**config.mk**
```make
export PLATFORM = sky130hd
export DESIGN_NAME = line_rasterizer
export DESIGN_NICKNAME = d
export VERILOG_FILES = /design/src/hw/rtl/lr_pkg.sv /design/src/hw/rtl/line_rasterizer.sv /design/src/hw/rtl/lr_core.sv
export SDC_FILE = /design/constraint.sdc
export NUM_CORES = 1
export LEC_CHECK = 0
export ABC_AREA = 1
export BUFFER_PORTS_ARGS = -buffer_cell sky130_fd_sc_hd__buf_4
export CAP_MARGIN = 10
export CORE_ASPECT_RATIO = 0.75
export CORE_UTILIZATION = 45
export CTS_CLUSTER_SIZE = 25
export DETAILED_ROUTE_END_ITERATION = 7
export PLACE_DENSITY_LB_ADDON = 0.12
export SLEW_MARGIN = 5
export SYNTH_ARGS = -nofsm -noshare
export SYNTH_HDL_FRONTEND = slang
export SYNTH_SLANG_ARGS = --single-unit
```
**constraint.sdc**
```tcl
create_clock -name clk -period 5.35 [get_ports clk]
set_input_delay 1.07 -clock clk [delete_from_list [all_inputs] [get_ports clk]]
set_output_delay 1.07 -clock clk [all_outputs]
set_load 0.02 [all_outputs]
```
**src/hw/rtl/lr_pkg.sv**
```systemverilog
package lr_pkg;

	localparam int SCREEN_WIDTH  = 640;
	localparam int SCREEN_HEIGHT = 480;

	localparam logic [11:0] X_MAX = 12'(SCREEN_WIDTH - 1);
	localparam logic [11:0] Y_MAX = 12'(SCREEN_HEIGHT - 1);

	// Request kinds carried on the input tuser.
	typedef enum logic {
		FUNC_START = 1'b0,
		FUNC_STEP  = 1'b1
	} func_t;

	// One pixel result as it leaves the Bresenham core.
	typedef struct packed {
		logic       valid_res;
		logic [9:0] x;
		logic [8:0] y;
		logic [7:0] color;
		logic       last;
	} pixel_t;

	// Clamp a signed coordinate into 0..hi.
	function automatic logic [11:0] clamp_coord(input logic signed [11:0] v,
			input logic [11:0] hi);
		logic [11:0] r;
		if (v < 0) begin
			r = '0;
		end else if ($unsigned(v) > hi) begin
			r = hi;
		end else begin
			r = $unsigned(v);
		end
		return r;
	endfunction

endpackage

```
**src/hw/rtl/line_rasterizer.sv**
```systemverilog
// Bresenham line rasterizer for a byte-per-pixel frame buffer.
// A request's pixel is registered in stage one, then in the output register.
// Throughput: one request per cycle unless the pixel side stalls; the Bresenham state
// update for the next pixel is combinational; the address add sits in stage two.
// Reset (arst_n low, asynchronous) clears frame_base, the line state and both stages;
// after reset no line is active.
module line_rasterizer import lr_pkg::*; (
	input  logic        clk,
	input  logic        arst_n,
	// Configuration: frame_base, the byte address of pixel (0,0).
	input  logic        cfg_valid,
	output logic        cfg_ready,
	input  logic [31:0] cfg_data,
	// Request side.
	input  logic        s_tvalid,
	output logic        s_tready,
	// [11:0] x_start, [23:12] y_start, [35:24] x_end, [47:36] y_end, [55:48] color
	input  logic [55:0] s_tdata,
	// [0] func
	input  logic [0:0]  s_tuser,
	// Pixel side.
	output logic        m_tvalid,
	input  logic        m_tready,
	// [9:0] pixel_x, [18:10] pixel_y, [50:19] pixel_address, [58:51] pix_color,
	// [63:59] zero
	output logic [63:0] m_tdata,
	// [0] valid_res
	output logic [0:0]  m_tuser,
	output logic        m_tlast
);

	logic [31:0] frame_base_q;

	logic   valid_s1, valid_s2;
	pixel_t pix_s1, pix_core;
	logic   adv_s2, accept;

	logic [9:0]  x_s2;
	logic [8:0]  y_s2;
	logic [31:0] addr_s2;
	logic [7:0]  color_s2;
	logic        last_s2;
	logic        vres_s2;
	logic [31:0] addr_next;

	// Configuration writes are taken at any time; the block is idle by contract.
	assign cfg_ready = 1'b1;

	always_ff @(posedge clk or negedge arst_n) begin
		if (!arst_n) begin
			frame_base_q <= '0;
		end else if (cfg_valid) begin
			frame_base_q <= cfg_data;
		end
	end

	// The output register frees up when it is empty or being drained, and
	// stage one moves forward whenever stage two can take it. A new request
	// is accepted while a finished pixel waits downstream only if stage one is empty.
	assign adv_s2   = !valid_s2 || m_tready;
	assign s_tready = !valid_s1 || adv_s2;
	assign accept   = s_tvalid && s_tready;

	// The core holds the line state and updates it on each accepted request.
	lr_core u_core (
		.clk     (clk),
		.arst_n  (arst_n),
		.accept  (accept),
		.func    (func_t'(s_tuser[0])),
		.x_start ($signed(s_tdata[11:0])),
		.y_start ($signed(s_tdata[23:12])),
		.x_end   ($signed(s_tdata[35:24])),
		.y_end   ($signed(s_tdata[47:36])),
		.color   (s_tdata[55:48]),
		.pixel   (pix_core)
	);

	// Stage one: the pixel coordinates as computed by the core.
	always_ff @(posedge clk or negedge arst_n) begin
		if (!arst_n) begin
			valid_s1 <= 1'b0;
		end else if (s_tready) begin
			valid_s1 <= s_tvalid;
		end
	end

	always_ff @(posedge clk) begin
		if (accept) begin
			pix_s1 <= pix_core;
		end
	end

	// Row times the screen width is a constant multiply, which reduces to
	// two shifted adds for a 640-pixel row. A step with no line in progress
	// reports an all-zero result, address included.
	assign addr_next = pix_s1.valid_res ?
		frame_base_q + 32'(pix_s1.y) * 32'(SCREEN_WIDTH) + 32'(pix_s1.x) : '0;

	// Stage two: the output register.
	always_ff @(posedge clk or negedge arst_n) begin
		if (!arst_n) begin
			valid_s2 <= 1'b0;
		end else if (adv_s2) begin
			valid_s2 <= valid_s1;
		end
	end

	always_ff @(posedge clk) begin
		if (adv_s2 && valid_s1) begin
			x_s2     <= pix_s1.x;
			y_s2     <= pix_s1.y;
			addr_s2  <= addr_next;
			color_s2 <= pix_s1.color;
			last_s2  <= pix_s1.last;
			vres_s2  <= pix_s1.valid_res;
		end
	end

	assign m_tvalid = valid_s2;
	assign m_tdata  = {5'b0, color_s2, addr_s2, y_s2, x_s2};
	assign m_tuser  = vres_s2;
	assign m_tlast  = last_s2;

endmodule

```
**src/hw/rtl/lr_core.sv**
```systemverilog
module lr_core import lr_pkg::*; (
	input  logic               clk,
	input  logic               arst_n,
	input  logic               accept,
	input  func_t              func,
	input  logic signed [11:0] x_start,
	input  logic signed [11:0] y_start,
	input  logic signed [11:0] x_end,
	input  logic signed [11:0] y_end,
	input  logic [7:0]         color,
	output pixel_t             pixel
);

	logic [9:0]        cur_x_q, cur_x_d;
	logic [8:0]        cur_y_q, cur_y_d;
	logic signed [11:0] err_q, err_d;
	logic [9:0]        major_q, major_d;
	logic [9:0]        minor_q, minor_d;
	logic [1:0]        sx_q, sx_d;
	logic [1:0]        sy_q, sy_d;
	logic              swap_q, swap_d;
	logic [9:0]        left_q, left_d;
	logic [7:0]        color_q, color_d;
	logic              active_q, active_d;

	logic [11:0] xa, ya, xb, yb;
	logic [9:0]  dx, dy;
	logic [1:0]  sgn_x, sgn_y;
	logic        minor_step;
	logic signed [12:0] err_sum;

	assign xa = clamp_coord(x_start, X_MAX);
	assign ya = clamp_coord(y_start, Y_MAX);
	assign xb = clamp_coord(x_end, X_MAX);
	assign yb = clamp_coord(y_end, Y_MAX);

	always_comb begin
		if (xb < xa) begin
			dx    = 10'(xa - xb);
			sgn_x = 2'b11;
		end else begin
			dx    = 10'(xb - xa);
			sgn_x = (xb == xa) ? 2'b00 : 2'b01;
		end
		if (yb < ya) begin
			dy    = 10'(ya - yb);
			sgn_y = 2'b11;
		end else begin
			dy    = 10'(yb - ya);
			sgn_y = (yb == ya) ? 2'b00 : 2'b01;
		end
	end

	assign minor_step = !err_q[11];

	always_comb begin
		cur_x_d  = cur_x_q;
		cur_y_d  = cur_y_q;
		err_d    = err_q;
		major_d  = major_q;
		minor_d  = minor_q;
		sx_d     = sx_q;
		sy_d     = sy_q;
		swap_d   = swap_q;
		left_d   = left_q;
		color_d  = color_q;
		active_d = active_q;
		err_sum  = '0;
		pixel    = '0;
		case (func)
			FUNC_START: begin
				swap_d   = dy > dx;
				major_d  = swap_d ? dy : dx;
				minor_d  = swap_d ? dx : dy;
				err_d    = $signed({1'b0, minor_d, 1'b0}) - $signed({2'b00, major_d});
				sx_d     = sgn_x;
				sy_d     = sgn_y;
				cur_x_d  = xa[9:0];
				cur_y_d  = ya[8:0];
				color_d  = color;
				left_d   = major_d;
				active_d = major_d != '0;
				pixel    = '{valid_res: 1'b1, x: cur_x_d, y: cur_y_d,
					color: color_d, last: !active_d};
			end
			FUNC_STEP: begin
				if (active_q) begin
					// Major axis always advances; minor axis only when the
					// error term is non-negative.
					if (swap_q) begin
						cur_y_d = cur_y_q + {{7{sy_q[1]}}, sy_q};
						if (minor_step) begin
							cur_x_d = cur_x_q + {{8{sx_q[1]}}, sx_q};
						end
					end else begin
						cur_x_d = cur_x_q + {{8{sx_q[1]}}, sx_q};
						if (minor_step) begin
							cur_y_d = cur_y_q + {{7{sy_q[1]}}, sy_q};
						end
					end
					err_sum = {err_q[11], err_q} + $signed({2'b00, minor_q, 1'b0});
					if (minor_step) begin
						err_sum = err_sum - $signed({2'b00, major_q, 1'b0});
					end
					err_d    = err_sum[11:0];
					left_d   = left_q - 10'd1;
					active_d = left_d != '0;
					pixel    = '{valid_res: 1'b1, x: cur_x_d, y: cur_y_d,
						color: color_q, last: !active_d};
				end
			end
			default: begin
				pixel = '0;
			end
		endcase
	end

	always_ff @(posedge clk or negedge arst_n) begin
		if (!arst_n) begin
			cur_x_q  <= '0;
			cur_y_q  <= '0;
			err_q    <= '0;
			major_q  <= '0;
			minor_q  <= '0;
			sx_q     <= '0;
			sy_q     <= '0;
			swap_q   <= 1'b0;
			left_q   <= '0;
			color_q  <= '0;
			active_q <= 1'b0;
		end else if (accept) begin
			cur_x_q  <= cur_x_d;
			cur_y_q  <= cur_y_d;
			err_q    <= err_d;
			major_q  <= major_d;
			minor_q  <= minor_d;
			sx_q     <= sx_d;
			sy_q     <= sy_d;
			swap_q   <= swap_d;
			left_q   <= left_d;
			color_q  <= color_d;
			active_q <= active_d;
		end
	end

endmodule

```
# Word level (Yosys, flattened, before mapping)
# Index checks and enable logic that the tools add are counted.
totals:
  inputBits: 94
  reg_bits: 199
  output_inout_bits: 69
  wordCells: 98
op_classes:
  n_eq_ne: 3
  mux: 33
  multipliers: 1
  add_sub_neg: 12
  bitwise_logic: 1
  n_reduce_logical: 12
  n_lt_le_gt_ge: 11
op_table:
  columns: ["operator", "count"]
  rows:
  - ["$mux 12", 10]
  - ["$mux 10", 8]
  - ["$pmux 29 s2", 1]
  - ["$lt 12x1->1 const B", 4]
  - ["$pmux 10 s2", 2]
  - ["$sub 10x10->10", 4]
  - ["$add 32x10->32", 1]
  - ["$add 32x19->32", 1]
  - ["$mux 29", 1]
  - ["$mux 9", 3]
  - ["$eq 12x12->1", 2]
  - ["$gt 12x10->1 const B", 2]
  - ["$gt 12x9->1 const B", 2]
  - ["$lt 12x12->1", 2]
  - ["$pmux 12 s2", 1]
  - ["$reduce_bool 10->1", 2]
  - ["$pmux 9 s2", 1]
  - ["$add 12x12->12", 1]
  - ["$mul 9x3->12 const B", 1]
  - ["$sub 11x10->12", 1]
  - ["$sub 12x12->12", 1]
  - ["$add 10x10->10", 1]
  - ["$gt 10x10->1", 1]
  - ["$sub 10x1->10 const B", 1]
  - ["other kinds (10)", 19]

# Logic depth before layout (Yosys ltp)
logic_depth:
  depth_word: 10
  mapped_depth: 42
  ltp_nobuf: 39

# Modules after synthesis
# From an unflattened synthesis, not the netlist that was laid out.
unflattened:
  cells_unflattened: 2150
  hier_area_um2: 15755.1
by_module_without_submodules:
  columns: ["module", "area_each_um2", "cells_each", "seq_area_each_um2", "instances"]
  rows:
  - ["lr_core", 9061.2, 1458, 1851.8, 1]
  - ["line_rasterizer", 6693.9, 692, 3553.4, 1]

# Least setup slack after synthesis
# No wires, ideal clock.
synth_timing:
  kind: "in2reg"
  startpoint: "in s_tdata[7]"
  endpoint: "reg u_core.err_q[10]"
  setup_ns: 0.119
  slack_ns: -0.682
  n_path_buf: 4
  stages: 40
  arrival_ns: 5.913
  required_time_ns: 5.231
  path_cell_list: "or2_2 -> a21oi_1 -> nand2_1 -> o21ai_0 -> inv_1 -> ha_1 -> inv_1 -> fa_1 -> nand2_1 -> nand2_1 -> nand2_4 -> inv_2 -> nand2_4 -> nand3_4 -> buf_12 -> nand2_1 -> nand2_2 -> xor2_2 -> (+4 left out) -> nand3_1 -> nand2_2 -> buf_2 -> buf_2 -> clkbuf_1 -> o21ai_0 -> ha_1 -> inv_1 -> o21bai_1 -> nand2_2 -> nand2_2 -> nand2_1 -> nand2_1 -> nand3_1 -> nand2_1 -> nand2_1 -> nand3_1 -> a21oi_2"
synth_between:
  elab_chain_cells: 9
  elab_cells_between_ends: 13
  classes_between: "add/sub (3); order compare (4); mux (6)"
synth_rtl:
  columns: ["element", "line", "text"]
  rows:
  - ["start: declaration", "line_rasterizer.sv:18", "input logic [55:0] s_tdata,"]
  - ["$gt 12x10->1", "lr_pkg.sv:30", "end else if ($unsigned(v) > hi) begin"]
  - ["$mux 12", "lr_pkg.sv:30", null]
  - ["$mux 12 *", "lr_pkg.sv:28", "if (v < 0) begin"]
  - ["$sub 10x10->10 (tied with other cells)", "lr_core.sv:42", "dx = 10'(xb - xa);"]
  - ["$mux 10 *", "lr_core.sv:38", "if (xb < xa) begin"]
  - ["$gt 10x10->1", "lr_core.sv:72", "swap_d = dy > dx;"]
  - ["$mux 10, on equally long branches", "lr_core.sv:74, lr_core.sv:73", null]
  - ["$sub 11x10->12 *", "lr_core.sv:75", "err_d = $signed({1'b0, minor_d, 1'b0}) - $signed({2'b00, major_d});"]
  - ["$pmux 12 s2 *", "lr_core.sv:70", "case (func)"]
  - ["end signal: assignment", "lr_core.sv:134", "err_q <= err_d;"]
  - ["end: declaration", "lr_core.sv:16", "logic signed [11:0] err_q, err_d;"]
# Mark *: on every way between the ends. The rest lies on a longest branch, timed or not.
# A chain may end at the register's enable or synchronous reset.

# Worst setup path in the final report
layout_timing:
  startpoint: "in s_tdata[7]"
  endpoint: "reg u_core.err_q[6]"
# Same word-level chain as after synthesis.

==> impl_metrics.yaml <==
detailed_routing:
  finalWirelength_um: 41880
  vias: 13820
  wl_per_cell_um: 15.29
  drc_errors: 0
  firstDrtPassIters: 5
  drt_iter0_drc: 1027
  ant_nets: 0
  viasPerCell: 5.046
worst_setup_path:
  crit_type: "in -> reg"
  slowest_stage: "fa_2"
  slowest_delay_ps: 390
  reg2reg_from: "pix_s1[10]"
  rrSetupSlack_ps: 1050
  crit_family: "simple AND/OR/NAND/NOR gates"
  critical_path.max_fanout: 8
  cp-start-kind: "input port"
  critical_path.endpoint_type: "register"
  crit_buf_inv: 8
  crit_arrival_ps: 5660
  path_common_cell: "nand2_2"
  critPathRequiredTime_ps: 5690
  r2r_cells: 18
  r2r-end: "addr_s2[25]"
sta:
  fin_crit_ps: 5321
  hold_ws_ps: 419.6
  hold_viol_final: 0
  drv_slew: 0
  relSlewSlack_pct: 34.60
  post-route-period-util_pct: 99.46
  setup_violations: 0
  finClkSkew_ps: 14.11
  max_freq_mhz: 187.9
  fin_ws_ps: 28.88
  grt_setup_unrepaired: "yes"
  tightest_slew_ps: 981.0
status:
  status: "completed"
finish:
  layout_commonest_cell: "nand2_1"
  drive_above_1_share_pct: 29.01
  final_cell_mix: "nand2_1 (431), buf_4 (401), inv_1 (239), o21ai_0 (140), a21oi_1 (130)"
  layout.nets: 2535
  final_util_pct: 60.47
  instances_no_fill: 2739
  area_growth_pct: 31.32
global_routing:
  grt_pass1_wl_um: 67140
  antenna_found_initial: 3
  grt.overflow.total: 0
  grt_max_degree: 68
  grt.total_usage_pct: 24.84
  grt_pass1_vias: 12960
clock_tree:
  cts_tree: "yes"
  clock_latency_ps: 450
  cts_buffer_depth: 2
  cts-buffers-inserted: 17
  cts_root_buffer: "clkbuf_16"
  cts.htree.levels: 4
  cts.clk_slew.worst_paths_ps: 80
  clock-sinks: 198
yosys:
  synth_area_leader_cell: "dfrtp_1"
  yosys_warnings: 0
  ys.flop_type: "dfrtp_1"
  synthCells: 1890
  async_flop_share_pct: 54.55
  synth-seq-cells: 198
  synth_cell_type_count: 62
  netlist_area_um2: 15040
  yosysSeqAreaShare_pct: 35.94
  synth_area_leaders: "dfrtp_1 (18%), edfxtp_1 (18%), ha_1 (12%)"
  synth_edf_count: 90
  syn_avg_cell_area_um2: 7.958
  synth_top_cell_area_share_pct: 17.97
floorplan:
  io_pins: 163
  rows: 57
  die_h_um: 160.3
  die_x_um: 213.1
  start_util_pct: 46.05
  core_um2: 32660
  dieArea_um2: 34170
worst_hold_path:
  hold_end: "m_tlast"
  holdPathStages: 0
  hold_path_class: "reg -> reg"
  worstHoldStart: "pix_s1[0]"
placed_design:
  portBuffers: 156
  dp_cells: 2693
  hpwl_um: 32900
  gp_congestion: 0.9222
  place_ws_ps: -597.0
power:
  cellPowerDensity_nw_per_um2: 575.6
  leakage_uw: 0.009908
  vdd_ir_drop_max_v: 0.0003108
flow_run:
  cap_violations: 0
-- per-stage QoR --
stage               area (um^2)  power, uW  TNS, ps
global route              19750      12440    -1043
finish                    19750      11370        0
floorplan                 15150       7254   -942.4
detailed placement        18510       9607    -5624
global placement          18510       9454    -4233
CTS                       19110      10950        0
-- power breakdown --
part,internal [uW],switching (uW)
Clock,652,623
Combinational,3300,4400
Sequential,2110,287
Total,6060,5310
-- layout make-up --
class                      count  area [um^2]
clock inverter                12        103.9
inverter                     262        997.2
multi-input combinational   1391         9025
sequential                   198         5405
clock buffer                  20        467.9
tap                          442        553.0
fill                        2965        12910
timing repair buffer         413         3197
antenna                        1        2.502
-- worst max-delay path by stage --
stage                           start          endpoint  slack [ps]  depth (start not counted)
final                      s_tdata[7]   u_core.err_q[6]          30                         37
after global routing       s_tdata[7]   u_core.err_q[6]        -220                         35
after CTS                 s_tdata[32]   u_core.err_q[6]          10                         35
after detailed placement  s_tdata[32]   u_core.err_q[6]        -600                         35
after global placement    s_tdata[32]   u_core.err_q[6]        -500                         33
after floorplan            s_tdata[7]  u_core.err_q[10]        -180                         40
-- cells by family after synthesis --
group / synth area share, %
and+or+nand+nor: 22.92
AOI/OAI and AO/OA: 14.52
buffers and inverters: 8.202
DFF: 35.94
adders and majority gates: 13.84
xor gates and xnor gates: 2.654
muxes: 1.872
other: 0.04993
-- cells in the mapped netlist, drive strengths merged, types with 8 or more instances --
| cell | count |
|---|---|
| nor3 | 10 |
| nand4 | 30 |
| nand3 | 90 |
| edfxtp | 90 |
| xor2 | 30 |
| mux2 | 23 |
| or2 | 8 |
| o211ai | 13 |
| o21ai | 183 |
| dfrtp | 108 |
| fa | 14 |
| o21bai | 10 |
| nand2 | 514 |
| xnor2 | 13 |
| inv | 259 |
| a21oi | 138 |
| buf | 19 |
| nor2 | 103 |
| o21a | 13 |
| clkbuf | 31 |
| ha | 144 |
-- per-layer routing --
| layer | wire, um | vias up | track usage, % |
|---|---|---|---|
| li1 | - | 7051 | - |
| met3 | 2272 | 37 | 3.559 |
| met5 | 0 | - | 0 |
| met2 | 18010 | 385 | 36.32 |
| met4 | 457 | 0 | 5.363 |
| met1 | 21140 | 6347 | 38.41 |
-- repair_timing --
item / in CTS / in global routing
hold buffers: 0 / 0
setup endpoints to repair: 6 / 13
setup buffers: 2 / 9
resized for setup: 9 / 119
pin swaps: 1 / 50
hold endpoints to repair: 0 / 0
gates cloned: 0 / 1
-- flip-flops by register name, indices dropped and copies added, names as in the netlist --
signal,cells
u_core.cur_y_q,9
m_tvalid,1
u_core.active_q,1
u_core.minor_q,10
u_core.swap_q,1
frame_base_q,32
m_tlast,1
color_s2,8
u_core.left_q,10
valid_s1,1
addr_s2,32
u_core.cur_x_q,10
m_tuser,1
x_s2,10
u_core.sx_q,2
pix_s1,29
u_core.sy_q,2
y_s2,9
u_core.err_q,11
u_core.major_q,10
u_core.color_q,8
Note: power is estimated with default switching activity, not from simulation.
